**config.mk**
```make
export PLATFORM = sky130hd
export DESIGN_NAME = a85_fifo
export DESIGN_NICKNAME = d
export VERILOG_FILES = /design/src/a85_pkg.sv /design/src/a85_fifo.sv
export SDC_FILE = /design/constraint.sdc
export NUM_CORES = 1
export LEC_CHECK = 0
export ABC_CLOCK_PERIOD_IN_PS = 6000
export BUFFER_PORTS_ARGS = -buffer_cell sky130_fd_sc_hd__clkbuf_2
export CAP_MARGIN = 20
export CORE_ASPECT_RATIO = 1.1
export CORE_MARGIN = 8
export CORE_UTILIZATION = 60
export CTS_BUF_LIST = sky130_fd_sc_hd__clkbuf_8
export CTS_CLUSTER_SIZE = 8
export DETAILED_ROUTE_END_ITERATION = 10
export GPL_TIMING_DRIVEN = 1
export PLACE_DENSITY = 0.83
export SLEW_MARGIN = 20
export SYNTH_ARGS = -nofsm -noshare
export SYNTH_HDL_FRONTEND = slang
export SYNTH_SLANG_ARGS = --single-unit
```
**constraint.sdc**
```tcl
create_clock -name clk -period 6 [get_ports clk]
set_input_delay 1.5 -clock clk [delete_from_list [all_inputs] [get_ports clk]]
set_output_delay 1.5 -clock clk [all_outputs]
set_load 0.05 [all_outputs]
```
**src/a85_pkg.sv**
```systemverilog
`default_nettype none

package a85_pkg;

    localparam int CMD_FIFO_DEPTH = 4;

    localparam logic [1:0] KIND_DATA  = 2'd0;
    localparam logic [1:0] KIND_END   = 2'd1;
    localparam logic [1:0] KIND_ERROR = 2'd2;

    localparam logic [7:0] CH_BANG  = 8'h21;
    localparam logic [7:0] CH_U     = 8'h75;
    localparam logic [7:0] CH_Z     = 8'h7A;
    localparam logic [7:0] CH_TILDE = 8'h7E;
    localparam logic [7:0] CH_LT    = 8'h3C;
    localparam logic [7:0] CH_GT    = 8'h3E;

    typedef struct packed {
        logic [7:0] in_byte;
        logic       in_last;
    } in_word_t;

    typedef struct packed {
        logic [7:0] out_char;
        logic [1:0] out_kind;
        logic       out_end;
    } out_word_t;

    typedef enum logic [2:0] {
        OP_NONE,
        OP_BYTES,
        OP_ZBYTES,
        OP_CLOSE,
        OP_ENC
    } op_t;

    // One command per input word that produces output.
    typedef struct packed {
        logic        pre;
        op_t         op;
        logic [31:0] value;
        logic [2:0]  cnt;
        logic [2:0]  ndata;
        logic        post;
        logic        mark;
        logic [1:0]  mark_kind;
    } cmd_t;

    // Fully laid out output sequence of one command.
    typedef struct packed {
        logic [7:0][7:0] chars;
        logic [7:0][1:0] kinds;
        logic [3:0]      count;
    } job_t;

endpackage

`default_nettype wire

```
**src/a85_fifo.sv**
```systemverilog
`default_nettype none

module a85_fifo #(
    parameter int DEPTH = a85_pkg::CMD_FIFO_DEPTH
) (
    input  wire logic          clk,
    input  wire logic          rst_n,
    input  wire logic          push,
    input  wire a85_pkg::cmd_t push_cmd,
    output logic               full,
    input  wire logic          pop,
    output a85_pkg::cmd_t      head_cmd,
    output logic               not_empty
);

    localparam int PTR_W = (DEPTH > 1) ? $clog2(DEPTH) : 1;
    localparam int CNT_W = $clog2(DEPTH + 1);

    a85_pkg::cmd_t    mem_reg [DEPTH];
    logic [PTR_W-1:0] wr_ptr_reg;
    logic [PTR_W-1:0] wr_ptr_next;
    logic [PTR_W-1:0] rd_ptr_reg;
    logic [PTR_W-1:0] rd_ptr_next;
    logic [CNT_W-1:0] count_reg;
    logic [CNT_W-1:0] count_next;
    logic             do_push;
    logic             do_pop;

    assign full      = (count_reg == CNT_W'(DEPTH));
    assign not_empty = (count_reg != '0);
    assign do_push   = push && !full;
    assign do_pop    = pop && not_empty;
    assign head_cmd  = mem_reg[rd_ptr_reg];

    always_comb
    begin
        wr_ptr_next = wr_ptr_reg;
        rd_ptr_next = rd_ptr_reg;
        count_next  = count_reg;
        if (do_push)
        begin
            wr_ptr_next = (wr_ptr_reg == PTR_W'(DEPTH - 1)) ? '0 : wr_ptr_reg + 1'b1;
        end
        if (do_pop)
        begin
            rd_ptr_next = (rd_ptr_reg == PTR_W'(DEPTH - 1)) ? '0 : rd_ptr_reg + 1'b1;
        end
        if (do_push && !do_pop)
        begin
            count_next = count_reg + 1'b1;
        end
        else if (do_pop && !do_push)
        begin
            count_next = count_reg - 1'b1;
        end
    end

    always_ff @(posedge clk or negedge rst_n)
    begin
        if (!rst_n)
        begin
            wr_ptr_reg <= '0;
            rd_ptr_reg <= '0;
            count_reg  <= '0;
        end
        else
        begin
            wr_ptr_reg <= wr_ptr_next;
            rd_ptr_reg <= rd_ptr_next;
            count_reg  <= count_next;
        end
    end

    always_ff @(posedge clk)
    begin
        if (do_push)
        begin
            mem_reg[wr_ptr_reg] <= push_cmd;
        end
    end

endmodule

`default_nettype wire

```
==> key figures <==
STA
  • Final Hold Slack: approximately 0.51 ns
  • Max_slew headroom: 0.366
  • RSZ-0062 raised after global routing: no
  • Final hold violation count: 0
  • Pins Over Slew Limit: 0
  • Setup_tns: 0 ns
  • Fmax: about 250 MHz
  • Final Cycle Share: 0.654
  • Setup-failing EPs final: 0
  • Setup Skew: 0.00643 ns
  • Slew of the pin with the lowest slew margin: 0.951 ns
  • Min cycle time layout: 3.92 ns

CTS
  • TritonCTS clock tree: built
  • Post-CTS Setup Repair Bufs: 0
  • CTS H-tree lvls: 4
  • CTS Buffer Depth: 2
  • CTS resizes: 0
  • # clock sinks: approximately 190
  • Hold Buf Count CTS: 0
  • Worst-path clk slew: about 0.080 ns
  • Cts bufs inserted: 17
  • Worst skew pair latency: between 0.4 and 0.5 ns
  • Root buf cell: clkbuf_8

Worst setup path
  • Worst-path maximum fanout: 49
  • Worst path slowest cell: dfrtp_4
  • Critical path launch point type: flop
  • Delay-heaviest family, CP: flip-flops
  • CP bufs+invs: 1
  • CP Cell Sequence: mux4_2 > clkbuf_2
  • Critical path type: reg2out
  • Worst Path Arrival: 2.42 ns
  • CP max stage delay: roughly 1.1 ns
  • CP Capture Type: output pin
  • Critical path required time: roughly 4.5 ns
  • Reg2Reg Depth: 4
  • Crit path depth: 2

Synthesis
  • Top post-synthesis cells by area: edfxtp_1, mux4_2, dfrtp_1
  • Main combinational cell family by area after synthesis: multiplexers
  • Post-synth top area share: 0.781
  • Complex-gate fraction of the synthesized area: 0
  • Synth Area in Simple Gates: 0.00956
  • Xor and xnor area share after synthesis: 0.00372
  • Synth warnings: 0
  • Register area share after synthesis: 0.806
  • Syn nets: 334
  • Yosys cell types: 19
  • Post-synthesis cell area: about 0.0071 mm²
  • Synth area leader: edfxtp_1
  • Yosys reg bits: ~190
  • Multiplexer share of the synthesized area: 0.154
  • Post-synthesis adder-cell area fraction: 0.0134
  • Syn_area_per_cell: ~26 µm²
  • Post-Syn Instances: between 200 and 300

Final layout
  • Final core utilization: 0.703
  • Final #Nets: around 440
  • Post-route cell area: 0.00808 mm²
  • Share of cells above drive strength 1: 0.468
  • N_diodes: 0
  • Commonest non-fill, non-tap cell in the layout: edfxtp_1
  • Fillers: 716
  • Most frequent cells in the layout: edfxtp_1, clkbuf_2, mux4_2
  • Max FFs per register: 184
  • Area Overhead vs Synth: 14.3%

Place
  • GPL Wtd Cong: 0.660
  • Placed cell area: a little under 0.008 mm²
  • DP Wirelength: around 8000 µm
  • PortBufs: 97

Die
  • Die Y: approximately 130 µm
  • Core Region: around 0.011 mm²
  • Die X: 120 µm
  • Num ports: 98
  • Row count: slightly above 40
  • Initial core utilization: 0.615
  • Die area: approximately 0.016 mm²

Detailed routing
  • Vias/cell: ~5.8
  • Total number of vias: 3200
  • Detailed Route Iter0 Violations: 174
  • Drt pass-1 iters: 4
  • Remaining DRCs: 0
  • Drt wl/cell: roughly 23 µm
  • Post-route ant nets: 0
  • WL final: approximately 12000 µm

GRT
  • First-pass GRT wire length: ~19000 µm
  • Vias in the first global route: approximately 3500
  • Pin count of the biggest net entering global routing: 50
  • GRT overflow: 0
  • Antenna violations before repair: 0
  • GRT Total Usage: 0.166

Pwr
  • PD cells: roughly 550 mW/mm²
  • VDD IR-drop max: between 0.0004 and 0.0005 V
  • Design Power: 4.45 mW
  • Leakage: 2.80 nW

Min path
  • WHS Path Cells: 1
  • Tightest Hold Check Type: reg2reg

Run
  • Max_cap viols: 0

Status
  • Outcome: complete, no violations
-- path summary, 6_finish.rpt --
| check | start | to | slack (ns) |
|---|---|---|---|
| max | rd_ptr_reg[0] | head_cmd[12] | 2.08 |
| min | count_reg[2] | count_reg[2] | 0.51 |
| max reg2reg | count_reg[2] | mem_reg[0][23] | 3.50 |
| min reg2reg | count_reg[2] | count_reg[2] | 0.51 |
| max in group asynchronous | rst_n | rd_ptr_reg[0] | 4.92 |
| min in group asynchronous | rst_n | count_reg[0] | 0.89 |
-- Yosys cell counts --
cell and number:
nand2_2 1, ha_1 6, inv_1 3, nor2b_1 1
and2_1 4, clkbuf_1 1, xor2_1 2, or3_1 1
dfrtp_1 7, fa_1 1, xnor2_1 1, buf_6 3
buf_4 2, nor3b_2 1, nor2_1 3, mux2_2 5
buf_2 5, mux4_2 46, edfxtp_1 184
-- layer usage --
metal	track usage	wire, µm
met1	0.198	5060
met3	0.0445	625
met5	0	0
met4	0.0721	221
met2	0.281	6580
-- worst reg2reg max path, stage by stage (launching register included) --
cell,delay (ns)
dfrtp_1,0.42
nor3b_2,0.18
nor2b_1,0.42
and2_2,0.67
buf_4,0.48
-- final cells by class --
type	count	area (µm²)	share of cell area
multi-input combinational	72	1290	0.159
inverter	3	11.3	0.00139
clock buffer	17	234	0.0290
tap	150	188	0.0232
sequential	191	5710	0.706
clock inverter	15	131	0.0163
timing repair buffer	102	523	0.0647
-- metrics by stage --
| step | cells | setup slack [ns] |
|---|---|---|
| final | 550 | 2.08 |
| after global routing | 550 | 1.88 |
| after CTS | 550 | 1.98 |
| after detailed placement | 518 | 2.47 |
| after global placement | 518 | 2.47 |
| after floorplan | 277 | 2.71 |
-- cells by family (layout without fill, tap and decap cells) --
group	count (synthesis)	count (layout)
flip-flops	191	191
multiplexers	51	51
XOR/XNOR	3	3
buffers and inverters	14	137
adder cells (fa/ha/maj)	7	7
AND/OR/NAND/NOR	11	11
-- power by group --
group	internal, mW	total (mW)	leakage (nW)	switching (mW)
registers	1.76	1.95	1.77	0.183
clock network	0.360	0.768	0.184	0.409
logic	0.539	1.73	0.846	1.19
total	2.66	4.45	2.80	1.79
Note: power is estimated with default switching activity, not from simulation.
