===== src/a85_pkg.sv =====
`default_nettype none

package a85_pkg;

    localparam int CMD_FIFO_DEPTH = 4;

    localparam logic [1:0] KIND_DATA  = 2'd0;
    localparam logic [1:0] KIND_END   = 2'd1;
    localparam logic [1:0] KIND_ERROR = 2'd2;

    localparam logic [7:0] CH_BANG  = 8'h21;
    localparam logic [7:0] CH_U     = 8'h75;
    localparam logic [7:0] CH_Z     = 8'h7A;
    localparam logic [7:0] CH_TILDE = 8'h7E;
    localparam logic [7:0] CH_LT    = 8'h3C;
    localparam logic [7:0] CH_GT    = 8'h3E;

    typedef struct packed {
        logic [7:0] in_byte;
        logic       in_last;
    } in_word_t;

    typedef struct packed {
        logic [7:0] out_char;
        logic [1:0] out_kind;
        logic       out_end;
    } out_word_t;

    typedef enum logic [2:0] {
        OP_NONE,
        OP_BYTES,
        OP_ZBYTES,
        OP_CLOSE,
        OP_ENC
    } op_t;

    // One command per input word that produces output.
    typedef struct packed {
        logic        pre;
        op_t         op;
        logic [31:0] value;
        logic [2:0]  cnt;
        logic [2:0]  ndata;
        logic        post;
        logic        mark;
        logic [1:0]  mark_kind;
    } cmd_t;

    // Fully laid out output sequence of one command.
    typedef struct packed {
        logic [7:0][7:0] chars;
        logic [7:0][1:0] kinds;
        logic [3:0]      count;
    } job_t;

endpackage

`default_nettype wire


===== src/a85_emit.sv =====
`default_nettype none

module a85_emit (
    input  wire logic          clk,
    input  wire logic          rst_n,
    input  wire logic          job_valid,
    input  wire a85_pkg::job_t job,
    output logic               job_take,
    output logic               out_valid,
    input  wire logic          out_stall,
    output a85_pkg::out_word_t out_word
);

    a85_pkg::job_t buf_reg;
    a85_pkg::job_t buf_next;
    logic [2:0]    idx_reg;
    logic [2:0]    idx_next;
    logic          busy_reg;
    logic          busy_next;
    logic          last_word;
    logic          fire;

    assign last_word         = ({1'b0, idx_reg} == buf_reg.count - 4'd1);
    assign fire              = busy_reg && !out_stall;
    assign job_take          = job_valid && (!busy_reg || (fire && last_word));
    assign out_valid         = busy_reg;
    assign out_word.out_char = buf_reg.chars[idx_reg];
    assign out_word.out_kind = buf_reg.kinds[idx_reg];
    assign out_word.out_end  = last_word;

    always_comb
    begin
        buf_next  = buf_reg;
        idx_next  = idx_reg;
        busy_next = busy_reg;
        if (job_take)
        begin
            buf_next  = job;
            idx_next  = '0;
            busy_next = 1'b1;
        end
        else if (fire)
        begin
            if (last_word)
            begin
                busy_next = 1'b0;
            end
            else
            begin
                idx_next = idx_reg + 3'd1;
            end
        end
    end

    always_ff @(posedge clk or negedge rst_n)
    begin
        if (!rst_n)
        begin
            buf_reg  <= '0;
            idx_reg  <= '0;
            busy_reg <= 1'b0;
        end
        else
        begin
            buf_reg  <= buf_next;
            idx_reg  <= idx_next;
            busy_reg <= busy_next;
        end
    end

endmodule

`default_nettype wire

===== config.mk =====
export PLATFORM = sky130hd
export DESIGN_NAME = a85_emit
export DESIGN_NICKNAME = d
export VERILOG_FILES = /design/src/a85_pkg.sv /design/src/a85_emit.sv
export SDC_FILE = /design/constraint.sdc
export NUM_CORES = 1
export LEC_CHECK = 0
export ABC_AREA = 1
export ABC_CLOCK_PERIOD_IN_PS = 3000
export BUFFER_PORTS_ARGS = -buffer_cell sky130_fd_sc_hd__buf_2
export CAP_MARGIN = 20
export CORE_MARGIN = 1.5
export CORE_UTILIZATION = 60
export CTS_BUF_LIST = sky130_fd_sc_hd__clkbuf_4 sky130_fd_sc_hd__clkbuf_8
export DETAILED_ROUTE_END_ITERATION = 7
export HOLD_SLACK_MARGIN = 0.1
export PLACE_DENSITY = 0.84
export SLEW_MARGIN = 5
export SYNTH_ARGS = -nofsm -noshare
export SYNTH_HDL_FRONTEND = slang
export SYNTH_SLANG_ARGS = --single-unit

===== constraint.sdc =====
create_clock -name clk -period 3 [get_ports clk]
set_input_delay 0.9 -clock clk [delete_from_list [all_inputs] [get_ports clk]]
set_output_delay 0.9 -clock clk [all_outputs]
set_load 0.1 [all_outputs]

==> summary.md, run 1 <==
| Metric | Value |
|---|---|
| Max Root-Sink Buffers | 2 |
| Setup slack, reg-to-reg | 680 ps |
| Comb power frac | between 50% and 60% |
| Post-synth ARST share | 100.0% |
| Ant diodes | 0 |
| Core area | 6907 um^2 |
| Max-Cap Viols | 0 |
| Startpoint types | register |
| Final #Nets | between 700 and 800 |
| Share of layout cells above drive strength 1 | between 20% and 30% |
| Netlist cell types | 21 |
| Area Growth Syn to Fin | 18.07% |
| Final ANT Viol Nets | 0 |
| Peak Freq | about 0.34 GHz |
| Internal cell power | about 3.2 mW |
| RePlAce Congestion | ~0.9 |
| Initial Utilization | 62.75% |
| Clock share of power | 13.8% |
| Setup violations, final | 0 |
| Top Usage Layer GRT | met2 |
| Initial antenna violation count | 0 |
| Detailed-route via count | about 4200 |
| Synth Net Count | between 600 and 700 |
| Vias in the first global route | 3746 |
| Pwr Density | approximately 1300 nW/um^2 |
| Detailed-placement wirelength estimate | ~7600 um |
| Final Critical Period | around 3000 ps |
| Port Buffers | 100 |
| Status | complete, no violations |
| Worst-skew pair later-pin latency | ~370 ps |
| Hold Crit Endpoint | buf_reg[15]$_DFFE_PN0P_ |
| Worst Hold Launch | buf_reg[15]$_DFFE_PN0P_ |
| Clock Root Buffer | clkbuf_8 |
| Max reg flops | 84 |
| Largest area contributor in the netlist | dfrtp_1 |
| Setup Skew | ~12 ps |
| Worst endpoint data arrival time | ~2100 ps |
| FF-to-FF Start | buf_reg[0]$_DFFE_PN0P_ |
| Routed wire length per instance | 15.14 um |
| CP Capture Type | output port |
| Syn avg cell area | 7.644 um^2 |
| First-pass GRT wire length | 18100 um |
| Die Width | about 90 um |
| Placed Area | 4856 um^2 |
| Max-slew violations | 0 |
| Rel. slew slack | between 40 and 50% |
| Drt drc | 0 |
| Area contributors post-synth | dfrtp_1 51%, nand2_1 19%, nand3_1 10% |
| Die ar. | around 7700 um^2 |
| Sequential area share after synthesis | between 50% and 60% |
| Seq pwr share | 31.4% |
| Clock sink total | slightly below 90 |
| Final Hold Vio Count | 0 |
| Post-synth top area share | between 50% and 60% |
| Number of synthesized register bits | just under 90 |
| CP Max Fanout | 3 |
| H-tree depth | 3 |
| Total GRT Usage | between 30 and 40% |
| Ports | roughly 100 |
| Clk pin slew, worst setup/hold paths | 90 ps |
| Ys flop type | dfrtp_1 |
| GRT met1 Usage | roughly 44% |
| Worst vdd ir | between 800 and 900 uV |
| Final non-filler cell area | about 5000 um^2 |
| DRT Pass-1 Iters | 5 |
| Yosys warns | 0 |
| M3 GR Usage | 5.090% |
| Cell Rows | 30 |
| WP data required | between 2000 and 2500 ps |
| Final period utilization | a little over nine tenths |
| Hold Path Class | register to register |
| Die Height | between 80 and 90 um |
| Final wirelength | ~11000 um |
| Worst Max-Slew Pin Slew | around 830 ps |
| Reg2Reg Depth | 11 |
| Vias per Instance | ~5.6 |
| Post-Syn Area | around 4300 um^2 |
| Tot Pwr | between 6 and 7 mW |
| Largest net degree at the start of global routing | between 60 and 70 |
| NetSw | approximately 3.6 mW |
| Setup TNS | 0 ps |
| Hold Path Stages | 2 |
| DRT iter0 DRCs | between 400 and 500 |
| Post-Synthesis Cells | about 570 |
| CTS tree | built |
| Final Core Density | about three quarters |
| Sw Share | between 50% and 60% |
| P_leak | 2.801 nW |
| Worst flop-to-flop path endpoint | buf_reg[40]$_DFFE_PN0P_ |
| EDFF count, synth | 0 |
| Aggregate global routing overflow | 0 |
| CTS Buf Count | 9 |
| Met2 Resource Use GR | about 47% |
| Setup CP Type | register to output port |
[layout make-up]
class                   count  area (um^2)
flip-flops and latches     88         2202
repair buffers            117        660.6
inverters                  14        56.30
repair inverters            1        5.005
clock buffers              10        137.6
well taps                  96        120.1
clock inverters             6        92.59
fillers                   544         1789
multi-input cells         421         1843
[logic make-up (layout without fill, tap and decap cells)]
kind of cell | Yosys count | count (layout) | share of synthesized area, %
DFF | 88 | 88 | 50.81
and+or+nand+nor | 357 | 357 | 33.86
AOI/OAI and AO/OA | 61 | 61 | 7.621
xor gates and xnor gates | 1 | 1 | 0.2021
buffers and inverters | 58 | 148 | 6.929
adders and majority gates | 2 | 2 | 0.5773
[power by group through the flow]
stage / combinational (mW) / sequential [mW] / clock, mW
final: 3.69 / 2.11 / 0.933
after global routing: 4.04 / 2.16 / 0.990
after CTS: 3.64 / 2.10 / 0.930
after detailed placement: 3.62 / 2.10 / 0
after floorplan: 2.99 / 1.99 / 0
after global placement: 3.51 / 2.10 / 0
[placed cells by master, fill, tap and decap left out]
cell type   instances
clkinvlp_2          1
nand2_1           218
clkinv_1            1
ha_1                2
clkbuf_8           10
buf_2              97
buf_4              18
clkinv_4            2
nand4_1             2
nor2_2              1
clkinvlp_4          3
o21ai_0            40
o22ai_1            20
xnor2_1             1
a21oi_4             1
inv_2               2
nand3_1            89
buf_12              2
nand3b_1            1
nand2_2             2
bufinv_16           2
inv_1              10
dfrtp_1            88
nor2_1             44
[repair_timing]
action                                  4_1_cts  5_1_grt
gates resized for setup                       0        1
endpoints found under the setup margin        0       12
buffers inserted                              0        3
hold buffers                                  0        0
[stage by stage]
stage          hold WS (ps)  cells  setup WS [ps]
2_1_floorplan         436.6    567          104.1
3_3_place_gp          447.9    733          430.0
3_5_place_dp          455.1    733          418.4
4_1_cts               477.3    749          12.28
5_1_grt               499.0    753         -36.46
6_report              480.2    753          52.62
[metal layers]
| metal | wire, um | share of wire, % | vias up |
|---|---|---|---|
| met2 | 5372 | 47 | 192 |
| li1 | - | - | 2009 |
| met5 | 0 | 0 | - |
| met1 | 4900 | 43 | 1993 |
| met3 | 828 | 7.3 | 26 |
| met4 | 296 | 2.6 | 0 |
[cells in the mapped netlist (5+ instances only)]
cell,instances
dfrtp_1,88
o22ai_1,20
o21ai_0,40
nand3_1,89
nor2_1,44
buf_2,9
buf_4,5
inv_1,11
nand2_1,218
clkbuf_1,21
buf_6,7
[worst max-delay path, cell delays in order (launching register included)]
cell and delay [ps]:
dfrtp_1 360, inv_1 80, ha_1 300, inv_1 40
nand2_1 60, nand2_1 70, nor2_2 110, nand4_1 210
a21oi_4 260, buf_12 200
[how the worst max path moves through the flow]
stage,to,start
floorplan,job_take,job_valid
global placement,job_take,out_stall
detailed placement,job_take,out_stall
CTS,job_take,buf_reg[0]$_DFFE_PN0P_
global route,job_take,buf_reg[0]$_DFFE_PN0P_
finish,job_take,buf_reg[0]$_DFFE_PN0P_
No activity file was read; power rests on OpenSTA's default activity.
==> run 2: changes to the inputs <==
--- a/config.mk
+++ b/config.mk
@@ -5,7 +5,6 @@
 export SDC_FILE = /design/constraint.sdc
 export NUM_CORES = 1
 export LEC_CHECK = 0
-export ABC_AREA = 1
 export ABC_CLOCK_PERIOD_IN_PS = 3000
 export BUFFER_PORTS_ARGS = -buffer_cell sky130_fd_sc_hd__buf_2
 export CAP_MARGIN = 20
==> run 2 against run 1 <==
Clock skew fell by 3.8 ps. Fmax rose by 0.23%. Critical path type unchanged. Cell count fell by 39%. Setup slack improved by 6.7 ps.
==> summary.md, run 2 <==
| Metric | Value |
|---|---|
| Core area | 6869 um^2 |
| Die Width | slightly below 90 um |
| Synth Net Count | between 300 and 400 |
| Max reg flops | 84 |
| Share of layout cells above drive strength 1 | between 60% and 70% |
| Largest net degree at the start of global routing | between 80 and 90 |
| Post-Layout Cell Count | approximately 460 |
| Netlist cell types | 28 |
| Final Core Density | between 70% and 80% |
| DRT Pass-1 Iters | 4 |
| Top-count cell post-synth | dfrtp_1 |
| Met2 Resource Use GR | 36.08% |
| Drt drc | 0 |
| Yosys warns | 0 |
| Rel. slew slack | between 50 and 60% |
| Startpoint types | register |
| Post-synth top area share | between 50% and 60% |
| Status | complete, no violations |
| Syn avg cell area | 17.06 um^2 |
| Port Buffers | 100 |
| Number of synthesized register bits | between 80 and 90 |
| Initial Utilization | a little over three fifths |
| Hold_buf cts | 0 |
| H-tree depth | 3 |
| Setup Skew | just under 8 ps |
| Peak Freq | approximately 0.34 GHz |
| Detailed-route via count | about 2500 |
| Ports | ~100 |
| Sequential area share after synthesis | about half |
| Cell Rows | 30 |
| Post-Synthesis Cells | ~250 |
| Die Height | between 80 and 90 um |
| Vias per Instance | ~5.4 |
| Setup violations, final | 0 |
| Final ANT Viol Nets | 0 |
| Placed cell count | between 400 and 500 |
| RePlAce Congestion | roughly 0.76 |
| CTS Buf Count | 9 |
| DRT iter0 DRCs | between 90 and 100 |
| Top Usage Layer GRT | met2 |
| Detailed-placement wirelength estimate | around 5600 um |
| Final Hold Vio Count | 0 |
| Largest area contributor in the netlist | dfrtp_1 |
| Max-Cap Viols | 0 |
| Setup CP Type | register to output port |
| Ys flop type | dfrtp_1 |
| Commonest cells after routing, fill and taps aside | 96 x buf_2, 85 x dfrtp_1, 49 x mux2_4 |
| Worst-skew pair later-pin latency | roughly 350 ps |
| Commonest cells post-synth | 88 x dfrtp_1, 49 x mux2_4, 45 x mux2_2, 20 x mux4_2 |
| Worst endpoint data arrival time | 2040 ps |
| Hold Path Class | register to register |
| Die ar. | ~7700 um^2 |
| First-pass GRT wire length | between 10000 and 15000 um |
| CP Capture Type | output port |
| Final Critical Period | ~2900 ps |
| Area contributors post-synth | dfrtp_1 51%, mux2_4 17%, mux2_2 12% |
| GRT met1 Usage | 31.03% |
| WP data required | 2100 ps |
| Clk pin slew, worst setup/hold paths | roughly 80 ps |
| Slowest stage delay, CP | around 530 ps |
| Area Growth Syn to Fin | 20.03% |
| CTS tree | built |
| Initial antenna violation count | 0 |
| Post-Syn Area | about 4300 um^2 |
| Vias in the first global route | around 2600 |
| Post-synth ARST share | 100.0% |
| CP Max Fanout | 16 |
| Fillers | between 400 and 500 |
| Ant diodes | 0 |
| Routed wire length per instance | about 18 um |
| Aggregate global routing overflow | 0 |
| Final wirelength | slightly above 8000 um |
| Most common cell after layout, fill and taps aside | buf_2 |
| Crit-path slowest cell | mux4_2 |
| EDFF count, synth | 0 |
| Clock Root Buffer | clkbuf_8 |
| Final #Nets | around 450 |
| Setup TNS | 0 ps |
| Final period utilization | just under 100% |
| Max-slew violations | 0 |
| Total GRT Usage | a little under a quarter |
| Clock sink total | 88 |
| CP cell instances | buf_12, mux4_2, mux2_2, buf_2 |
| Worst Max-Slew Pin Slew | between 700 and 800 ps |
| M3 GR Usage | around 3.6% |
| Max Root-Sink Buffers | 2 |
-- run 2: cell types whose count changed in the layout (fill, tap and decap cells not counted), sizes merged, moves of 37 or more --
cell	before	now
nand2	220	3
mux2	0	94
o21ai	40	3
nand3	89	1
nor2	45	1
-- run 2: critical path: cells and delay by family (launching register included) --
kind | cells | cell delay, ps
buffers and inverters | 2 | 480
flip-flops | 1 | 390
multiplexers | 2 | 810
-- run 2: cell families after synthesis --
kind of cell	after synthesis	share of synthesized area (%)
adder cells (fa/ha/maj)	2	0.5821
XOR/XNOR	5	1.019
flip-flops	88	51.24
AO/OA/AOI/OAI	9	1.689
buffers and inverters	22	4.483
multiplexers	114	39.39
AND/OR/NAND/NOR	12	1.601
-- run 2: repair_timing --
item,CTS,global route
setup endpoints to repair,3,2
pin swaps,1,2
setup buffers,1,3
gates resized for setup,3,8
-- run 2: worst paths after layout --
check | start | endpoint | slack (ps) | depth (start not counted)
min in group asynchronous | rst_n | buf_reg[2]$_DFFE_PN0P_ | 590 | 1
min | buf_reg[7]$_DFFE_PN0P_ | buf_reg[7]$_DFFE_PN0P_ | 510 | 1
max reg2reg | buf_reg[1]$_DFFE_PN0P_ | buf_reg[42]$_DFFE_PN0P_ | 490 | 10
max in group asynchronous | rst_n | buf_reg[39]$_DFFE_PN0P_ | 1770 | 2
max | idx_reg[0]$_DFFE_PN0P_ | out_word[9] | 60 | 4
min reg2reg | buf_reg[7]$_DFFE_PN0P_ | buf_reg[7]$_DFFE_PN0P_ | 510 | 1
-- run 2: layout make-up --
cell class              count  area, um^2  share of cell area [%]
flip-flops and latches     88        2206                   42.76
multi-input cells         142        1923                   37.28
repair buffers            111       655.6                   12.71
clock buffers              13       160.2                   3.105
well taps                  96       120.1                   2.328
clock inverters             3       65.06                   1.261
inverters                   6       28.78                  0.5578
-- run 2: stage by stage --
stage	setup slack (ps)	hold WS (ps)	instance area, um^2
2_1_floorplan	90.02	473.8	4303
3_3_place_gp	233.7	482.6	4862
3_5_place_dp	162.6	488.9	4862
4_1_cts	-4.978	507.5	5102
5_1_grt	-18.28	520.9	5159
6_report	59.31	506.6	5159
-- run 2: layer usage --
metal	vias up	share of wire [%]
met5	-	0
met4	0	2.5
met3	17	3.8
met1	1256	45
met2	80	49
li1	1138	-
Power of run 2 is left out: the tool's default activity adds up to more than one toggle a clock period on the data nets, which glitch-free logic cannot reach.
==> run 3: changes to the inputs <==
--- a/config.mk
+++ b/config.mk
@@ -8,12 +8,14 @@
 export ABC_CLOCK_PERIOD_IN_PS = 3000
 export BUFFER_PORTS_ARGS = -buffer_cell sky130_fd_sc_hd__buf_2
 export CAP_MARGIN = 20
+export CORE_ASPECT_RATIO = 1.75
 export CORE_MARGIN = 1.5
 export CORE_UTILIZATION = 60
 export CTS_BUF_LIST = sky130_fd_sc_hd__clkbuf_4 sky130_fd_sc_hd__clkbuf_8
 export DETAILED_ROUTE_END_ITERATION = 7
 export HOLD_SLACK_MARGIN = 0.1
 export PLACE_DENSITY = 0.84
+export REMOVE_ABC_BUFFERS = 1
 export SLEW_MARGIN = 5
 export SYNTH_ARGS = -nofsm -noshare
 export SYNTH_HDL_FRONTEND = slang
==> run 3 against run 2 <==
Register-to-register slack better by 80 ps. Sequential share of layout area up 0.50 points. Die area up 0.26%. Wire length up 4.2%. Hold slack worse by 0.79 ps. First-iteration DRC count up 42%. Non-clock buffer count down 1. Sequential cell count unchanged. Via count down 0.84%. Utilization down 1.4 points. Count of clock-buffer cells in the layout down 1. Critical path type unchanged.
==> summary.md, run 3 (synthesis results as in run 2) <==
| Metric | Value |
|---|---|
| Worst flop-to-flop path endpoint | buf_reg[45]$_DFFE_PN0P_ |
| Cell Rows | 40 |
| WP data required | roughly 2100 ps |
| Setup CP Type | register to output port |
| Largest net degree at the start of global routing | 85 |
| Final period utilization | a little over nine tenths |
| H-tree depth | 3 |
| Share of layout cells above drive strength 1 | approximately 68% |
| Clock sink total | 88 |
| Ports | 101 |
| P_leak | 2.553 nW |
| Port Buffers | 100 |
| Worst-skew pair later-pin latency | about 370 ps |
| Hold Path Stages | 1 |
| Startpoint types | register |
| CP Capture Type | output port |
| Vias in the first global route | around 2700 |
| Setup violations, final | 0 |
| Final Critical Period | 2949 ps |
| Vias per Instance | between 5 and 6 |
| Max-slew violations | 0 |
| Max-Cap Viols | 0 |
| Final wirelength | ~8500 um |
| Worst Max-Slew Pin Slew | between 500 and 600 ps |
| Final Hold Vio Count | 0 |
| Aggregate global routing overflow | 0 |
| Pwr Density | 1359 nW/um^2 |
| DRT Pass-1 Iters | 4 |
| RePlAce Congestion | roughly 0.73 |
| CP Max Fanout | 10 |
| Worst endpoint data arrival time | 2050 ps |
| Worst vdd ir | roughly 1200 uV |
| CTS tree | built |
| Die ar. | 7700 um^2 |
| Final non-filler cell area | around 5100 um^2 |
| Commonest cells after routing, fill and taps aside | 90 x buf_2, 87 x dfrtp_1, 49 x mux2_4 |
| FF-to-FF Start | buf_reg[1]$_DFFE_PN0P_ |
| Die Width | 66.98 um |
| Setup slack, reg-to-reg | 570 ps |
| Clock Root Buffer | clkbuf_8 |
| Rel. slew slack | around 61% |
| Initial antenna violation count | 1 |
| Drt drc | 0 |
| Initial Utilization | around 62% |
| Placed Area | approximately 5000 um^2 |
| Detailed-placement wirelength estimate | ~5800 um |
| Worst Hold Launch | buf_reg[44]$_DFFE_PN0P_ |
| Hold Path Class | register to register |
| Final #Nets | ~450 |
| Final Core Density | ~74% |
| Die Height | 115.0 um |
| Total GRT Usage | approximately a quarter |
| Hold_buf cts | 0 |
| Most common cell after layout, fill and taps aside | buf_2 |
| Reg2Reg Depth | 9 |
| Max Root-Sink Buffers | 2 |
| Hold Crit Endpoint | buf_reg[44]$_DFFE_PN0P_ |
| Peak Freq | 0.3391 GHz |
| Setup Skew | 13.66 ps |
| Routed wire length per instance | between 15 and 20 um |
| DRT iter0 DRCs | 141 |
| Area Growth Syn to Fin | 18.52% |
| CTS Buf Count | 9 |
| First-pass GRT wire length | approximately 13000 um |
| Final ANT Viol Nets | 0 |
| Core area | 6907 um^2 |
| Detailed-route via count | 2470 |
| Status | complete, no violations |
| Clk pin slew, worst setup/hold paths | 90 ps |
| Max reg flops | 84 |
## run 3: power breakdown
part,switching (mW),internal (mW),total [mW]
Sequential,0.337,1.78,2.11
Clock,0.405,0.350,0.755
Combinational,2.20,1.85,4.05
Total,2.94,3.98,6.92
## run 3: layer usage
| layer | wire length [um] | track usage [%] |
|---|---|---|
| met2 | 4603 | 40.60 |
| met1 | 3226 | 27.99 |
| met4 | 228 | 11.56 |
| met3 | 423 | 6.262 |
| met5 | 0 | 0 |
## run 3: worst max-delay path by stage
stage / depth (start not counted) / end / startpoint
after detailed placement: 4 / out_word[7] / idx_reg[0]$_DFFE_PN0P_
after global placement: 4 / out_word[7] / idx_reg[0]$_DFFE_PN0P_
after CTS: 4 / out_word[7] / idx_reg[0]$_DFFE_PN0P_
final: 4 / out_word[2] / idx_reg[0]$_DFFE_PN0P_
after floorplan: 6 / job_take / idx_reg[0]$_DFFE_PN0P_
after global routing: 4 / out_word[2] / idx_reg[0]$_DFFE_PN0P_
## run 3: final cells by class
| cell class | count | area, um^2 |
|---|---|---|
| diodes | 1 | 2.502 |
| clock buffers | 12 | 158.9 |
| clock inverters | 4 | 20.02 |
| fillers | 458 | 1813 |
| inverters | 6 | 25.02 |
| multi-input cells | 142 | 1903 |
| flip-flops and latches | 88 | 2203 |
| well taps | 84 | 105.1 |
| repair buffers | 110 | 675.6 |
## run 3: repair_timing
action	4_1_cts	5_1_grt
endpoints found under the setup margin	10	8
resized for setup	0	12
setup buffers	3	0
## run 3: worst max-delay path: stages, from the launching register on
cell      delay [ps]
dfrtp_2          430
buf_12           170
mux4_2           510
mux2_2           280
clkbuf_4         280
## run 3: through the flow
step	power (mW)	worst slack (ps)	hold WS (ps)	setup TNS, ps	cells
3_3_place_gp	5.955	336.4	482.1	0	427
2_1_floorplan	5.370	-2782	474.0	-105850	236
4_1_cts	6.894	11.67	507.4	0	446
5_1_grt	7.239	-14.01	511.1	-22.22	447
6_report	6.922	50.90	505.8	0	447
3_5_place_dp	6.087	298.4	488.9	0	427
