### src/a85_pkg.sv
`default_nettype none

package a85_pkg;

    localparam int CMD_FIFO_DEPTH = 4;

    localparam logic [1:0] KIND_DATA  = 2'd0;
    localparam logic [1:0] KIND_END   = 2'd1;
    localparam logic [1:0] KIND_ERROR = 2'd2;

    localparam logic [7:0] CH_BANG  = 8'h21;
    localparam logic [7:0] CH_U     = 8'h75;
    localparam logic [7:0] CH_Z     = 8'h7A;
    localparam logic [7:0] CH_TILDE = 8'h7E;
    localparam logic [7:0] CH_LT    = 8'h3C;
    localparam logic [7:0] CH_GT    = 8'h3E;

    typedef struct packed {
        logic [7:0] in_byte;
        logic       in_last;
    } in_word_t;

    typedef struct packed {
        logic [7:0] out_char;
        logic [1:0] out_kind;
        logic       out_end;
    } out_word_t;

    typedef enum logic [2:0] {
        OP_NONE,
        OP_BYTES,
        OP_ZBYTES,
        OP_CLOSE,
        OP_ENC
    } op_t;

    // One command per input word that produces output.
    typedef struct packed {
        logic        pre;
        op_t         op;
        logic [31:0] value;
        logic [2:0]  cnt;
        logic [2:0]  ndata;
        logic        post;
        logic        mark;
        logic [1:0]  mark_kind;
    } cmd_t;

    // Fully laid out output sequence of one command.
    typedef struct packed {
        logic [7:0][7:0] chars;
        logic [7:0][1:0] kinds;
        logic [3:0]      count;
    } job_t;

endpackage

`default_nettype wire

### src/a85_front.sv
`default_nettype none

module a85_front (
    input  wire logic              clk,
    input  wire logic              rst_n,
    input  wire logic              cfg_wr_en,
    input  wire logic              cfg_wr_data,
    input  wire logic              in_valid,
    output logic                   in_stall,
    input  wire a85_pkg::in_word_t in_word,
    input  wire logic              q_full,
    output logic                   push,
    output a85_pkg::cmd_t          push_cmd
);

    typedef enum logic [1:0] {
        PH_HUNT,
        PH_LT,
        PH_IN,
        PH_DONE
    } phase_t;

    phase_t      phase_reg;
    phase_t      phase_next;
    logic [31:0] group_value_reg;
    logic [31:0] group_value_next;
    logic [2:0]  group_count_reg;
    logic [2:0]  group_count_next;
    logic        prefix_sent_reg;
    logic        prefix_sent_next;
    logic        mode_reg;
    logic        mode_next;

    logic          accept;
    logic [7:0]    b;
    logic          last;
    logic [31:0]   dec_value;
    logic [31:0]   enc_value;
    logic [2:0]    enc_count;
    a85_pkg::cmd_t cmd;

    assign in_stall  = q_full;
    assign accept    = in_valid && !q_full;
    assign b         = in_word.in_byte;
    assign last      = in_word.in_last;
    assign dec_value = 32'(group_value_reg * 32'd85) + {24'd0, 8'(b - a85_pkg::CH_BANG)};
    assign enc_value = {group_value_reg[23:0], b};
    assign enc_count = group_count_reg + 3'd1;

    always_comb
    begin
        phase_next       = phase_reg;
        group_value_next = group_value_reg;
        group_count_next = group_count_reg;
        prefix_sent_next = prefix_sent_reg;
        mode_next        = mode_reg;
        cmd              = '0;
        cmd.op           = a85_pkg::OP_NONE;
        cmd.mark_kind    = a85_pkg::KIND_DATA;

        if (accept)
        begin
            if (mode_reg)
            begin
                cmd.pre          = !prefix_sent_reg;
                prefix_sent_next = 1'b1;
                if (enc_count == 3'd4)
                begin
                    cmd.op           = a85_pkg::OP_ENC;
                    cmd.value        = enc_value;
                    cmd.ndata        = 3'd5;
                    group_value_next = '0;
                    group_count_next = '0;
                end
                else
                begin
                    group_value_next = enc_value;
                    group_count_next = enc_count;
                    if (last)
                    begin
                        cmd.op    = a85_pkg::OP_ENC;
                        cmd.ndata = enc_count + 3'd1;
                        case (enc_count)
                            3'd1:    cmd.value = {enc_value[7:0], 24'd0};
                            3'd2:    cmd.value = {enc_value[15:0], 16'd0};
                            default: cmd.value = {enc_value[23:0], 8'd0};
                        endcase
                    end
                end
                cmd.post      = last;
                cmd.mark      = last;
                cmd.mark_kind = a85_pkg::KIND_END;
            end
            else
            begin
                case (phase_reg)
                    PH_HUNT:
                    begin
                        if (b == a85_pkg::CH_LT)
                        begin
                            phase_next = PH_LT;
                        end
                    end
                    PH_LT:
                    begin
                        if (b == a85_pkg::CH_TILDE)
                        begin
                            phase_next = PH_IN;
                        end
                        else if (b != a85_pkg::CH_LT)
                        begin
                            phase_next = PH_HUNT;
                        end
                    end
                    PH_IN:
                    begin
                        if (b == a85_pkg::CH_TILDE)
                        begin
                            // A partial group of two or more digits yields bytes.
                            if (group_count_reg >= 3'd2 && group_count_reg <= 3'd4)
                            begin
                                cmd.op    = a85_pkg::OP_CLOSE;
                                cmd.value = group_value_reg + 32'd1;
                                cmd.cnt   = group_count_reg;
                                cmd.ndata = group_count_reg - 3'd1;
                            end
                            group_value_next = '0;
                            group_count_next = '0;
                            phase_next       = PH_DONE;
                        end
                        else if (b == a85_pkg::CH_Z)
                        begin
                            // Five zero digits finish the open group and leave
                            // as many zero digits behind as were pending.
                            cmd.op           = a85_pkg::OP_ZBYTES;
                            cmd.value        = group_value_reg;
                            cmd.cnt          = group_count_reg;
                            cmd.ndata        = 3'd4;
                            group_value_next = '0;
                        end
                        else if (b >= a85_pkg::CH_BANG && b <= a85_pkg::CH_U)
                        begin
                            if (group_count_reg == 3'd4)
                            begin
                                cmd.op           = a85_pkg::OP_BYTES;
                                cmd.value        = dec_value;
                                cmd.ndata        = 3'd4;
                                group_value_next = '0;
                                group_count_next = '0;
                            end
                            else
                            begin
                                group_value_next = dec_value;
                                group_count_next = group_count_reg + 3'd1;
                            end
                        end
                    end
                    default:
                    begin
                    end
                endcase
                cmd.mark      = last;
                cmd.mark_kind = (phase_next == PH_DONE) ? a85_pkg::KIND_END
                                                        : a85_pkg::KIND_ERROR;
            end

            if (last)
            begin
                phase_next       = PH_HUNT;
                group_value_next = '0;
                group_count_next = '0;
                prefix_sent_next = 1'b0;
            end
        end

        if (cfg_wr_en)
        begin
            mode_next        = cfg_wr_data;
            phase_next       = PH_HUNT;
            group_value_next = '0;
            group_count_next = '0;
            prefix_sent_next = 1'b0;
        end
    end

    assign push     = accept && (cmd.pre || cmd.mark || (cmd.op != a85_pkg::OP_NONE));
    assign push_cmd = cmd;

    always_ff @(posedge clk or negedge rst_n)
    begin
        if (!rst_n)
        begin
            phase_reg       <= PH_HUNT;
            group_value_reg <= '0;
            group_count_reg <= '0;
            prefix_sent_reg <= 1'b0;
            mode_reg        <= 1'b0;
        end
        else
        begin
            phase_reg       <= phase_next;
            group_value_reg <= group_value_next;
            group_count_reg <= group_count_next;
            prefix_sent_reg <= prefix_sent_next;
            mode_reg        <= mode_next;
        end
    end

endmodule

`default_nettype wire

### config.mk
export PLATFORM = sky130hd
export DESIGN_NAME = a85_front
export DESIGN_NICKNAME = d
export VERILOG_FILES = /design/src/a85_pkg.sv /design/src/a85_front.sv
export SDC_FILE = /design/constraint.sdc
export NUM_CORES = 1
export LEC_CHECK = 0
export ABC_AREA = 0
export BUFFER_PORTS_ARGS = -buffer_cell sky130_fd_sc_hd__buf_2
export CORE_MARGIN = 1.5
export CORE_UTILIZATION = 32
export DETAILED_ROUTE_END_ITERATION = 10
export PLACE_DENSITY = 0.56
export SLEW_MARGIN = 20
export SYNTH_ARGS = -nofsm -noshare
export SYNTH_HDL_FRONTEND = slang
export SYNTH_SLANG_ARGS = --single-unit
### constraint.sdc
create_clock -name clk -period 9.45 [get_ports clk]
set_input_delay 1.4175 -clock clk [delete_from_list [all_inputs] [get_ports clk]]
set_output_delay 1.4175 -clock clk [all_outputs]
set_load 0.01 [all_outputs]
==> flow_metrics.py, run 1 <==
metrics = {
    "drt": {
        "dr.pass1.iters": 6,
        "dr.first_iter.drc_count": 1062,
        "viasPerCell": 5.98,
        "wirelength_um": 37300,
        "drcViolationCount": 0,
        "vias": 9927,
        "drtAntennaViolNets": 0,
        "wl_per_cell_um": 22.5,
    },
    "finish": {
        "nNetsFinal": 1449,
        "instances_no_fill": 1659,
        "fillers": 3049,
        "largest_reg_flops": 32,
        "final_area_um2": 10000,
        "antennaDiodeCount": 0,
        "drive_gt1_frac": 0.0847,
        "areaGrowthSynthToFinish_pct": 6.89,
    },
    "grt": {
        "grt_overflow": 0,
        "first_global_vias": 9478,
        "grt_max_degree": 64,
        "antenna_found_initial": 3,
        "grt_pass1_wl_um": 58000,
        "track_usage": 0.247,
    },
    "clock_tree": {
        "numCtsBuffers": 5,
        "clk_latency_ps": 310,
        "postCtsSetupRepairBufs": 0,
        "h-tree-depth": 2,
        "cts.path.max_buffers": 2,
        "cts-root-buf": "clkbuf_16",
        "cts_sinks": 39,
        "cts.repair.resized": 0,
        "hold_buffers": 0,
        "path_clk_slew_ps": 60,
        "tritoncts": "built",
    },
    "hold_path": {
        "hp-class": "flip-flop to flip-flop",
    },
    "floorplanning": {
        "pin_count": 63,
        "dieHeight_um": 174,
        "fp.coreArea_um2": 28800,
        "dieWidth_um": 174,
        "dieArea_um2": 30400,
        "initial_utilization": 0.326,
        "placementRows": 62,
    },
    "timing": {
        "tightest_slew_ps": 1010,
        "fmax_mhz": 124,
        "finalCriticalPeriod_ps": 8060,
        "hold_viol": 0,
        "fin_setup_tns_ps": 0,
        "drv_slew": 0,
        "period_share": 0.853,
        "finClkSkew_ps": 7.89,
        "rsz0062_at_grt": "false",
        "slew_headroom": 0.329,
        "finalSetupViolCount": 0,
    },
    "status": {
        "outcome": "completed",
    },
    "place": {
        "place_congestion": 0.938,
        "placed_cells": 1651,
        "place_hpwl_um": 27600,
        "place_area_um2": 9880,
        "numPortBuffers": 62,
    },
    "synth": {
        "synth.top_cell.area_share": 0.137,
        "yosysSeqAreaShare": 0.104,
        "synth_cells": 1278,
        "synth_top_area_cell": "ha_1",
        "ys_ff_latch": 39,
        "yosysUniqueCellTypes": 87,
        "synth_ff_type": "dfrtp_1",
        "syn-cell-area_um2": 9390,
        "synth.area.top_cells": "ha_1 14%, fa_1 12%, dfrtp_1 10%",
        "synthArstFlopShare": 1.00,
        "syn_area_per_cell_um2": 7.35,
        "synth_edf_count": 0,
        "synth_nets": 1453,
        "yosys_warnings": 0,
    },
    "flow_run": {
        "drv_cap": 0,
    },
    "power": {
        "powerDensity_nw_per_um2": 166,
        "power_leakage_nw": 4.69,
        "ir_worst_vdd_mv": 0.0719,
    },
    "worst_setup_path": {
        "worstPathMaxFanout": 7,
        "critPathArrivalTime_ps": 6650,
        "crit_type": "input port to output port",
        "worstPathRequired_ps": 8030,
        "end_kind": "output port",
        "start_kind": "input port",
    },
}
## metal layers
metal / up-vias / wire length (um) / global-route usage
met5: - / 9 / 0
met4: 2 / 1240 / 0.0805
met3: 90 / 3760 / 0.0398
met2: 528 / 16100 / 0.376
met1: 4786 / 16300 / 0.353
li1: 4521 / - / -
## worst max-delay path: stages
cell and delay [ps]:
buf_2 150, inv_1 150, ha_1 250, or4b_4 490, nand2_1 100, xor2_1 210, ha_1 280, fa_1 480
inv_1 50, fa_1 530, inv_1 40, ha_1 370, o211ai_1 110, a21oi_1 300, o2111a_1 410, o2111ai_1 300
a31o_2 360, a2111o_1 400, nand3_1 90, buf_2 140
## cells in the mapped netlist, drive strengths merged (10+ instances only)
library cell,number
nor3,37
and4,10
or3,10
nand3,36
and3,16
a22oi,32
a21o,14
o21ai,82
nor2,91
dfrtp,39
xnor2,37
inv,165
nand2,110
ha,103
and2,15
buf,28
nor4,12
nand4,28
o31ai,16
clkbuf,58
a21oi,95
o211ai,20
fa,57
a211oi,11
a31oi,14
## cells in the final DEF, fill, tap and decap left out, drive strengths merged, types with 16 or more instances in the layout
cell    instances
nand4          28
o21ai          82
and3           16
nor3           37
inv           165
nor2           91
buf            75
dfrtp          39
a22oi          32
xnor2          37
o211ai         20
nand3          36
ha            103
o31ai          16
a21oi          95
nand2         110
fa             57
## cells by family after synthesis
kind of cell | synth area share
AOI/OAI and AO/OA | 0.263
buffers and inverters | 0.110
DFF | 0.104
xor gates and xnor gates | 0.0420
and+or+nand+nor | 0.215
muxes | 0.00786
adders and majority gates | 0.259
## cell type report
| class | instances | area (um^2) | share of cell area |
|---|---|---|---|
| multi-input cells | 987 | 7390 | 0.736 |
| flip-flops and latches | 39 | 977 | 0.0974 |
| inverters | 166 | 623 | 0.0621 |
| well taps | 384 | 480 | 0.0479 |
| repair buffers | 75 | 408 | 0.0406 |
| clock buffers | 8 | 156 | 0.0156 |
## where the power goes
| part | total [mW] | internal [mW] | switching (mW) | leakage, nW |
|---|---|---|---|---|
| clock | 0.204 | 0.113 | 0.0903 | 0.0772 |
| sequential | 0.325 | 0.191 | 0.134 | 0.534 |
| combinational | 1.14 | 0.421 | 0.718 | 4.07 |
## final timing paths
path                                                 from                         endpoint  cells past startpoint  slack, ps
min in group asynchronous                           rst_n   group_count_reg[1]$_DFFE_PN0P_                      2       1210
min                           prefix_sent_reg$_DFFE_PN0P_      prefix_sent_reg$_DFFE_PN0P_                      2        580
max reg2reg                group_value_reg[4]$_DFFE_PN0P_  group_value_reg[25]$_DFFE_PN0P_                     14       3930
max in group asynchronous                           rst_n             mode_reg$_DFFE_PN0P_                      2       7780
min reg2reg                   prefix_sent_reg$_DFFE_PN0P_      prefix_sent_reg$_DFFE_PN0P_                      2        580
max                                            in_word[1]                     push_cmd[38]                     20       1390
## per-stage QoR
step                 util  power (mW)  setup slack, ps  hold slack (ps)
global placement    0.343        1.44             1540              559
detailed placement  0.343        1.44             1450              574
finish              0.349        1.67             1390              585
global route        0.349        1.84             1140              649
floorplan               -        1.13             2300              537
CTS                 0.349        1.65             1450              591
Note: power is estimated with default switching activity, not from simulation.
==> inputs of run 2 (changes only) <==
--- a/config.mk
+++ b/config.mk
@@ -7,10 +7,12 @@
 export LEC_CHECK = 0
 export ABC_AREA = 0
 export BUFFER_PORTS_ARGS = -buffer_cell sky130_fd_sc_hd__buf_2
+export CELL_PAD_IN_SITES_DETAIL_PLACEMENT = 0
+export CELL_PAD_IN_SITES_GLOBAL_PLACEMENT = 1
 export CORE_MARGIN = 1.5
 export CORE_UTILIZATION = 32
 export DETAILED_ROUTE_END_ITERATION = 10
-export PLACE_DENSITY = 0.56
+export PLACE_DENSITY = 0.68
 export SLEW_MARGIN = 20
 export SYNTH_ARGS = -nofsm -noshare
 export SYNTH_HDL_FRONTEND = slang
==> run 2 against run 1 <==
  * Clock-buffer cell count is 1 lower
  * Final area is essentially flat
  * Hold slack gained 2.0 ps
  * Sequential power about the same
  * Cell count about the same
  * Critical endpoint unchanged
  * Sequential share of layout area about the same
  * Largest power group unchanged
  * Critical path type unchanged
  * Clock power decreased by 12%
  * First-iteration DRC count fell by 2.5%
==> flow_metrics.py, run 2 (synthesis results as in run 1) <==
metrics = {
    "timing": {
        "rsz0062_at_grt": "false",
        "tightest_slew_ps": 941,
        "finalCriticalPeriod_ps": 7980,
        "period_share": 0.844,
        "drv_slew": 0,
        "setup_ws_ps": 1470,
        "fmax_mhz": 125,
        "finalSetupViolCount": 0,
        "fin_setup_tns_ps": 0,
        "slew_headroom": 0.366,
        "finClkSkew_ps": 6.92,
        "hold_viol": 0,
    },
    "worst_setup_path": {
        "worstPathMaxFanout": 7,
        "r2r-start": "group_value_reg[2]$_DFFE_PN0P_",
        "rrSetupSlack_ps": 3940,
        "start_kind": "input port",
        "critPathArrivalTime_ps": 6560,
        "end_kind": "output port",
        "worstPathRequired_ps": 8030,
        "crit_type": "input port to output port",
        "r2r_end": "group_value_reg[25]$_DFFE_PN0P_",
        "worst_r2r_path_depth": 14,
    },
    "drt": {
        "dr.pass1.iters": 6,
        "drcViolationCount": 0,
        "viasPerCell": 5.95,
        "wirelength_um": 38500,
        "dr.first_iter.drc_count": 1035,
        "drtAntennaViolNets": 0,
        "wl_per_cell_um": 23.2,
        "vias": 9876,
    },
    "finish": {
        "fillers": 3117,
        "nNetsFinal": 1451,
        "largest_reg_flops": 32,
        "antennaDiodeCount": 0,
        "layout_common_cells": "164 x inv_1, 110 x nand2_1, 103 x ha_1",
        "final_common_cell": "inv_1",
        "areaGrowthSynthToFinish_pct": 6.82,
        "drive_gt1_frac": 0.0854,
    },
    "power": {
        "switchingPower_uw": 934,
        "power_leakage_nw": 4.68,
        "p_sw_frac": 0.569,
        "ir_worst_vdd_mv": 0.0632,
        "power.share.sequential": 0.196,
        "power.share.clock": 0.109,
        "p_int_uw": 707,
        "powerDensity_nw_per_um2": 164,
        "combPwrFrac": 0.694,
    },
    "clock_tree": {
        "numCtsBuffers": 5,
        "cts.path.max_buffers": 2,
        "tritoncts": "built",
        "clk_latency_ps": 300,
        "path_clk_slew_ps": 70,
        "cts_sinks": 39,
        "cts.repair.resized": 0,
        "h-tree-depth": 2,
        "postCtsSetupRepairBufs": 0,
        "cts-root-buf": "clkbuf_16",
        "hold_buffers": 0,
    },
    "place": {
        "place_ws_ps": 1490,
        "numPortBuffers": 62,
        "place_congestion": 0.915,
        "place_hpwl_um": 28400,
    },
    "grt": {
        "grt_overflow": 0,
        "first_global_vias": 9485,
        "grt_pass1_wl_um": 59000,
        "grt_max_degree": 64,
        "track_usage": 0.254,
        "antenna_found_initial": 0,
    },
    "hold_path": {
        "hp-class": "flip-flop to flip-flop",
        "holdPathEnd": "prefix_sent_reg$_DFFE_PN0P_",
        "min_from": "prefix_sent_reg$_DFFE_PN0P_",
        "hold_depth": 2,
    },
    "floorplanning": {
        "pin_count": 63,
        "dieHeight_um": 174,
        "initial_utilization": 0.326,
        "placementRows": 62,
        "fp.coreArea_um2": 28800,
        "dieArea_um2": 30400,
        "dieWidth_um": 174,
    },
    "flow_run": {
        "drv_cap": 0,
    },
    "status": {
        "outcome": "completed",
    },
}
## run 2: cell types whose count changed in the layout (fill, tap and decap cells not counted), sizes merged
cell and change:
buf +2, clkbuf -1
## run 2: stage by stage
stage	std cells	total power, mW	utilization	area (um^2)	hold slack (ps)
floorplan	1278	1.13	-	9390	537
global placement	1653	1.44	0.344	9900	558
detailed placement	1653	1.44	0.344	9900	568
CTS	1660	1.63	0.348	10000	587
global route	1660	1.82	0.348	10000	631
finish	1660	1.64	0.348	10000	587
## run 2: routing by layer
| metal | GRT usage | vias up | wire length, um |
|---|---|---|---|
| met1 | 0.367 | 4805 | 17400 |
| li1 | - | 4539 | - |
| met5 | 0 | - | 0 |
| met3 | 0.0328 | 64 | 2980 |
| met4 | 0.0682 | 0 | 1030 |
| met2 | 0.394 | 468 | 17100 |
## run 2: worst max-delay path by stage
stage,to,slack [ps],start
4_1_cts,push_cmd[38],1480,in_word[1]
3_5_place_dp,push_cmd[38],1490,in_word[1]
5_1_grt,push_cmd[31],1150,in_word[3]
2_1_floorplan,push_cmd[38],2300,in_word[1]
3_3_place_gp,push_cmd[38],1570,in_word[1]
6_report,push_cmd[38],1470,in_word[1]
## run 2: worst max-delay path, cell delays in order
cell	delay, ps
buf_2	150
inv_1	170
ha_1	250
or4b_4	490
nand2_1	100
xor2_1	170
ha_1	260
fa_1	480
inv_1	50
fa_1	530
inv_1	40
ha_1	370
o211ai_1	110
a21oi_1	270
o2111a_1	400
o2111ai_1	290
a31o_2	360
a2111o_1	410
nand3_1	90
buf_2	140
## run 2: power groups by stage
stage | clock, mW | sequential (mW) | combinational, mW
2_1_floorplan | 0 | 0.237 | 0.888
3_3_place_gp | 0 | 0.324 | 1.12
3_5_place_dp | 0 | 0.323 | 1.12
4_1_cts | 0.181 | 0.320 | 1.13
5_1_grt | 0.187 | 0.327 | 1.30
6_report | 0.179 | 0.322 | 1.14
## run 2: cell type report
cell class	count	area, um^2	share of cell area
clock buffer	7	133	0.0132
inverter	166	623	0.0621
sequential	39	977	0.0974
tap	384	480	0.0479
multi-input combinational	987	7390	0.737
timing repair buffer	77	423	0.0422
==> inputs of run 3 (changes only) <==
--- a/config.mk
+++ b/config.mk
@@ -12,7 +12,7 @@
 export CORE_MARGIN = 1.5
 export CORE_UTILIZATION = 32
 export DETAILED_ROUTE_END_ITERATION = 10
-export PLACE_DENSITY = 0.68
+export PLACE_DENSITY = 0.71
 export SLEW_MARGIN = 20
 export SYNTH_ARGS = -nofsm -noshare
 export SYNTH_HDL_FRONTEND = slang
==> constraint.sdc (replaced) <==
create_clock -name clk -period 7.05 [get_ports clk]
set_input_delay 1.0575 -clock clk [delete_from_list [all_inputs] [get_ports clk]]
set_output_delay 1.0575 -clock clk [all_outputs]
set_load 0.01 [all_outputs]
==> run 3 against run 2 <==
  * Combinational power grew 46%
  * Hold slack is essentially flat
  * Global-route usage shrank 0.32 points
  * Critical endpoint is now push_cmd[41]
  * Non-clock buffer count is 35 higher
  * Routed wire length fell by 1.1%
  * Largest power group unchanged
  * Sequential power rose by 11%
  * Cell count up 2.2%
  * Highest routed layer unchanged
  * Clock power rose by 46%
  * Power increased by 39%
==> flow_metrics.py, run 3 (synthesis results as in run 1) <==
metrics = {
    "status": {
        "outcome": "completed",
    },
    "worst_setup_path": {
        "crit_type": "input port to output port",
        "start_kind": "input port",
        "worstPathMaxFanout": 4,
        "cp_slowest_stage_delay_ps": 580,
        "crit_slowest_cell": "or4_1",
        "path_cells": "buf_2, inv_1, ha_1, or4b_4, nand2_1, xor2_1, ha_1, fa_1, inv_1, fa_1, inv_1, ha_1, buf_4, and4_1, o21ai_1, a211oi_1, or4_1, a311oi_2, nor3_1, buf_2",
        "worstPathRequired_ps": 5990,
        "end_kind": "output port",
        "critPathArrivalTime_ps": 5770,
    },
    "place": {
        "place_hpwl_um": 29200,
        "place_congestion": 0.911,
        "place_area_um2": 10200,
        "placed_cells": 1688,
        "numPortBuffers": 62,
        "place_ws_ps": 58.0,
    },
    "drt": {
        "met2_wirelength_um": 16500,
        "wirelength_um": 38100,
        "highest_layer": "met4",
        "route.met3.wl_um": 3580,
        "wl_per_cell_um": 22.5,
        "vias": 9999,
        "dr.first_iter.drc_count": 1106,
        "drcViolationCount": 0,
        "drtAntennaViolNets": 0,
        "met1_length_um": 16900,
        "dr.pass1.iters": 5,
        "viasPerCell": 5.90,
    },
    "finish": {
        "final_util": 0.359,
        "final_area_um2": 10300,
        "areaGrowthSynthToFinish_pct": 10.1,
        "antennaDiodeCount": 0,
        "nNetsFinal": 1486,
        "instances_no_fill": 1696,
        "drive_gt1_frac": 0.114,
        "final_common_cell": "inv_1",
        "largest_reg_flops": 32,
        "layout_common_cells": "164 x inv_1, 110 x nand2_1, 103 x ha_1",
    },
    "floorplanning": {
        "dieHeight_um": 174,
        "pin_count": 63,
        "fp.coreArea_um2": 28800,
        "initial_utilization": 0.326,
        "placementRows": 62,
        "dieWidth_um": 174,
        "dieArea_um2": 30400,
    },
    "clock_tree": {
        "cts.path.max_buffers": 2,
        "path_clk_slew_ps": 60,
        "cts_sinks": 39,
        "tritoncts": "built",
        "cts-root-buf": "clkbuf_16",
        "numCtsBuffers": 5,
        "hold_buffers": 0,
        "h-tree-depth": 2,
        "clk_latency_ps": 300,
    },
    "power": {
        "power.share.sequential": 0.156,
        "finalPower_mw": 2.29,
        "combPwrFrac": 0.730,
        "power.share.clock": 0.114,
        "p_sw_frac": 0.554,
        "switchingPower_mw": 1.27,
        "powerDensity_nw_per_um2": 221,
        "p_int_mw": 1.02,
        "ir_worst_vdd_mv": 0.101,
        "power_leakage_nw": 4.87,
    },
    "timing": {
        "fin_setup_tns_ps": 0,
        "setup_ws_ps": 219,
        "hold_ws_ps": 587,
        "finalCriticalPeriod_ps": 6830,
        "finalSetupViolCount": 0,
        "tightest_slew_ps": 832,
        "rsz0062_at_grt": "false",
        "fmax_mhz": 146,
        "drv_slew": 0,
        "slew_headroom": 0.445,
        "finClkSkew_ps": 4.72,
        "period_share": 0.969,
        "hold_viol": 0,
    },
    "grt": {
        "grt_max_degree": 64,
        "grt_overflow": 0,
        "track_usage": 0.250,
        "grt_pass1_wl_um": 58400,
        "first_global_vias": 9625,
        "antenna_found_initial": 0,
    },
    "flow_run": {
        "drv_cap": 0,
    },
    "hold_path": {
        "hp-class": "flip-flop to flip-flop",
    },
}
==> run 3: metal layers <==
layer | global-route usage | vias to the layer above
li1 | - | 4595
met5 | 0 | -
met2 | 0.382 | 521
met3 | 0.0545 | 67
met4 | 0.0769 | 0
met1 | 0.351 | 4816
==> run 3: final timing paths <==
path                            cells after the start                            from                               to  slack [ps]
min in group asynchronous                           2                           rst_n   group_count_reg[0]$_DFFE_PN0P_         860
worst max-delay path                               20                      in_word[1]                     push_cmd[41]         220
worst min-delay path                                2     prefix_sent_reg$_DFFE_PN0P_      prefix_sent_reg$_DFFE_PN0P_         590
max in group asynchronous                           2                           rst_n             mode_reg$_DFFE_PN0P_        5710
worst min register to register                      2     prefix_sent_reg$_DFFE_PN0P_      prefix_sent_reg$_DFFE_PN0P_         590
worst max register to register                     15  group_value_reg[4]$_DFFE_PN0P_  group_value_reg[25]$_DFFE_PN0P_        2070
==> run 3: power groups by stage <==
stage | registers (mW) | logic (mW) | clock network [mW]
floorplan | 0.318 | 1.19 | 0
global placement | 0.359 | 1.62 | 0
finish | 0.356 | 1.67 | 0.262
global route | 0.361 | 1.88 | 0.277
detailed placement | 0.359 | 1.63 | 0
CTS | 0.355 | 1.65 | 0.264
==> run 3: repair_timing <==
item                                    in CTS  in global routing
gates resized for setup                      0                  7
setup buffers                                0                  0
endpoints found under the setup margin       0                  5
==> run 3: final cells by class <==
class / instances / area [um^2]
clock buffer: 8 / 156
fill: 3111 / 18400
inverter: 166 / 623
multi-input combinational: 987 / 7410
sequential: 39 / 977
tap: 384 / 480
timing repair buffer: 112 / 686
==> run 3: worst max-delay path, delay by kind of cell <==
family,cells,cell delay (ps)
fa+ha+maj,5,1770
simple gates,5,1420
compound gates,3,710
xor+xnor,1,220
buf+inv,6,570
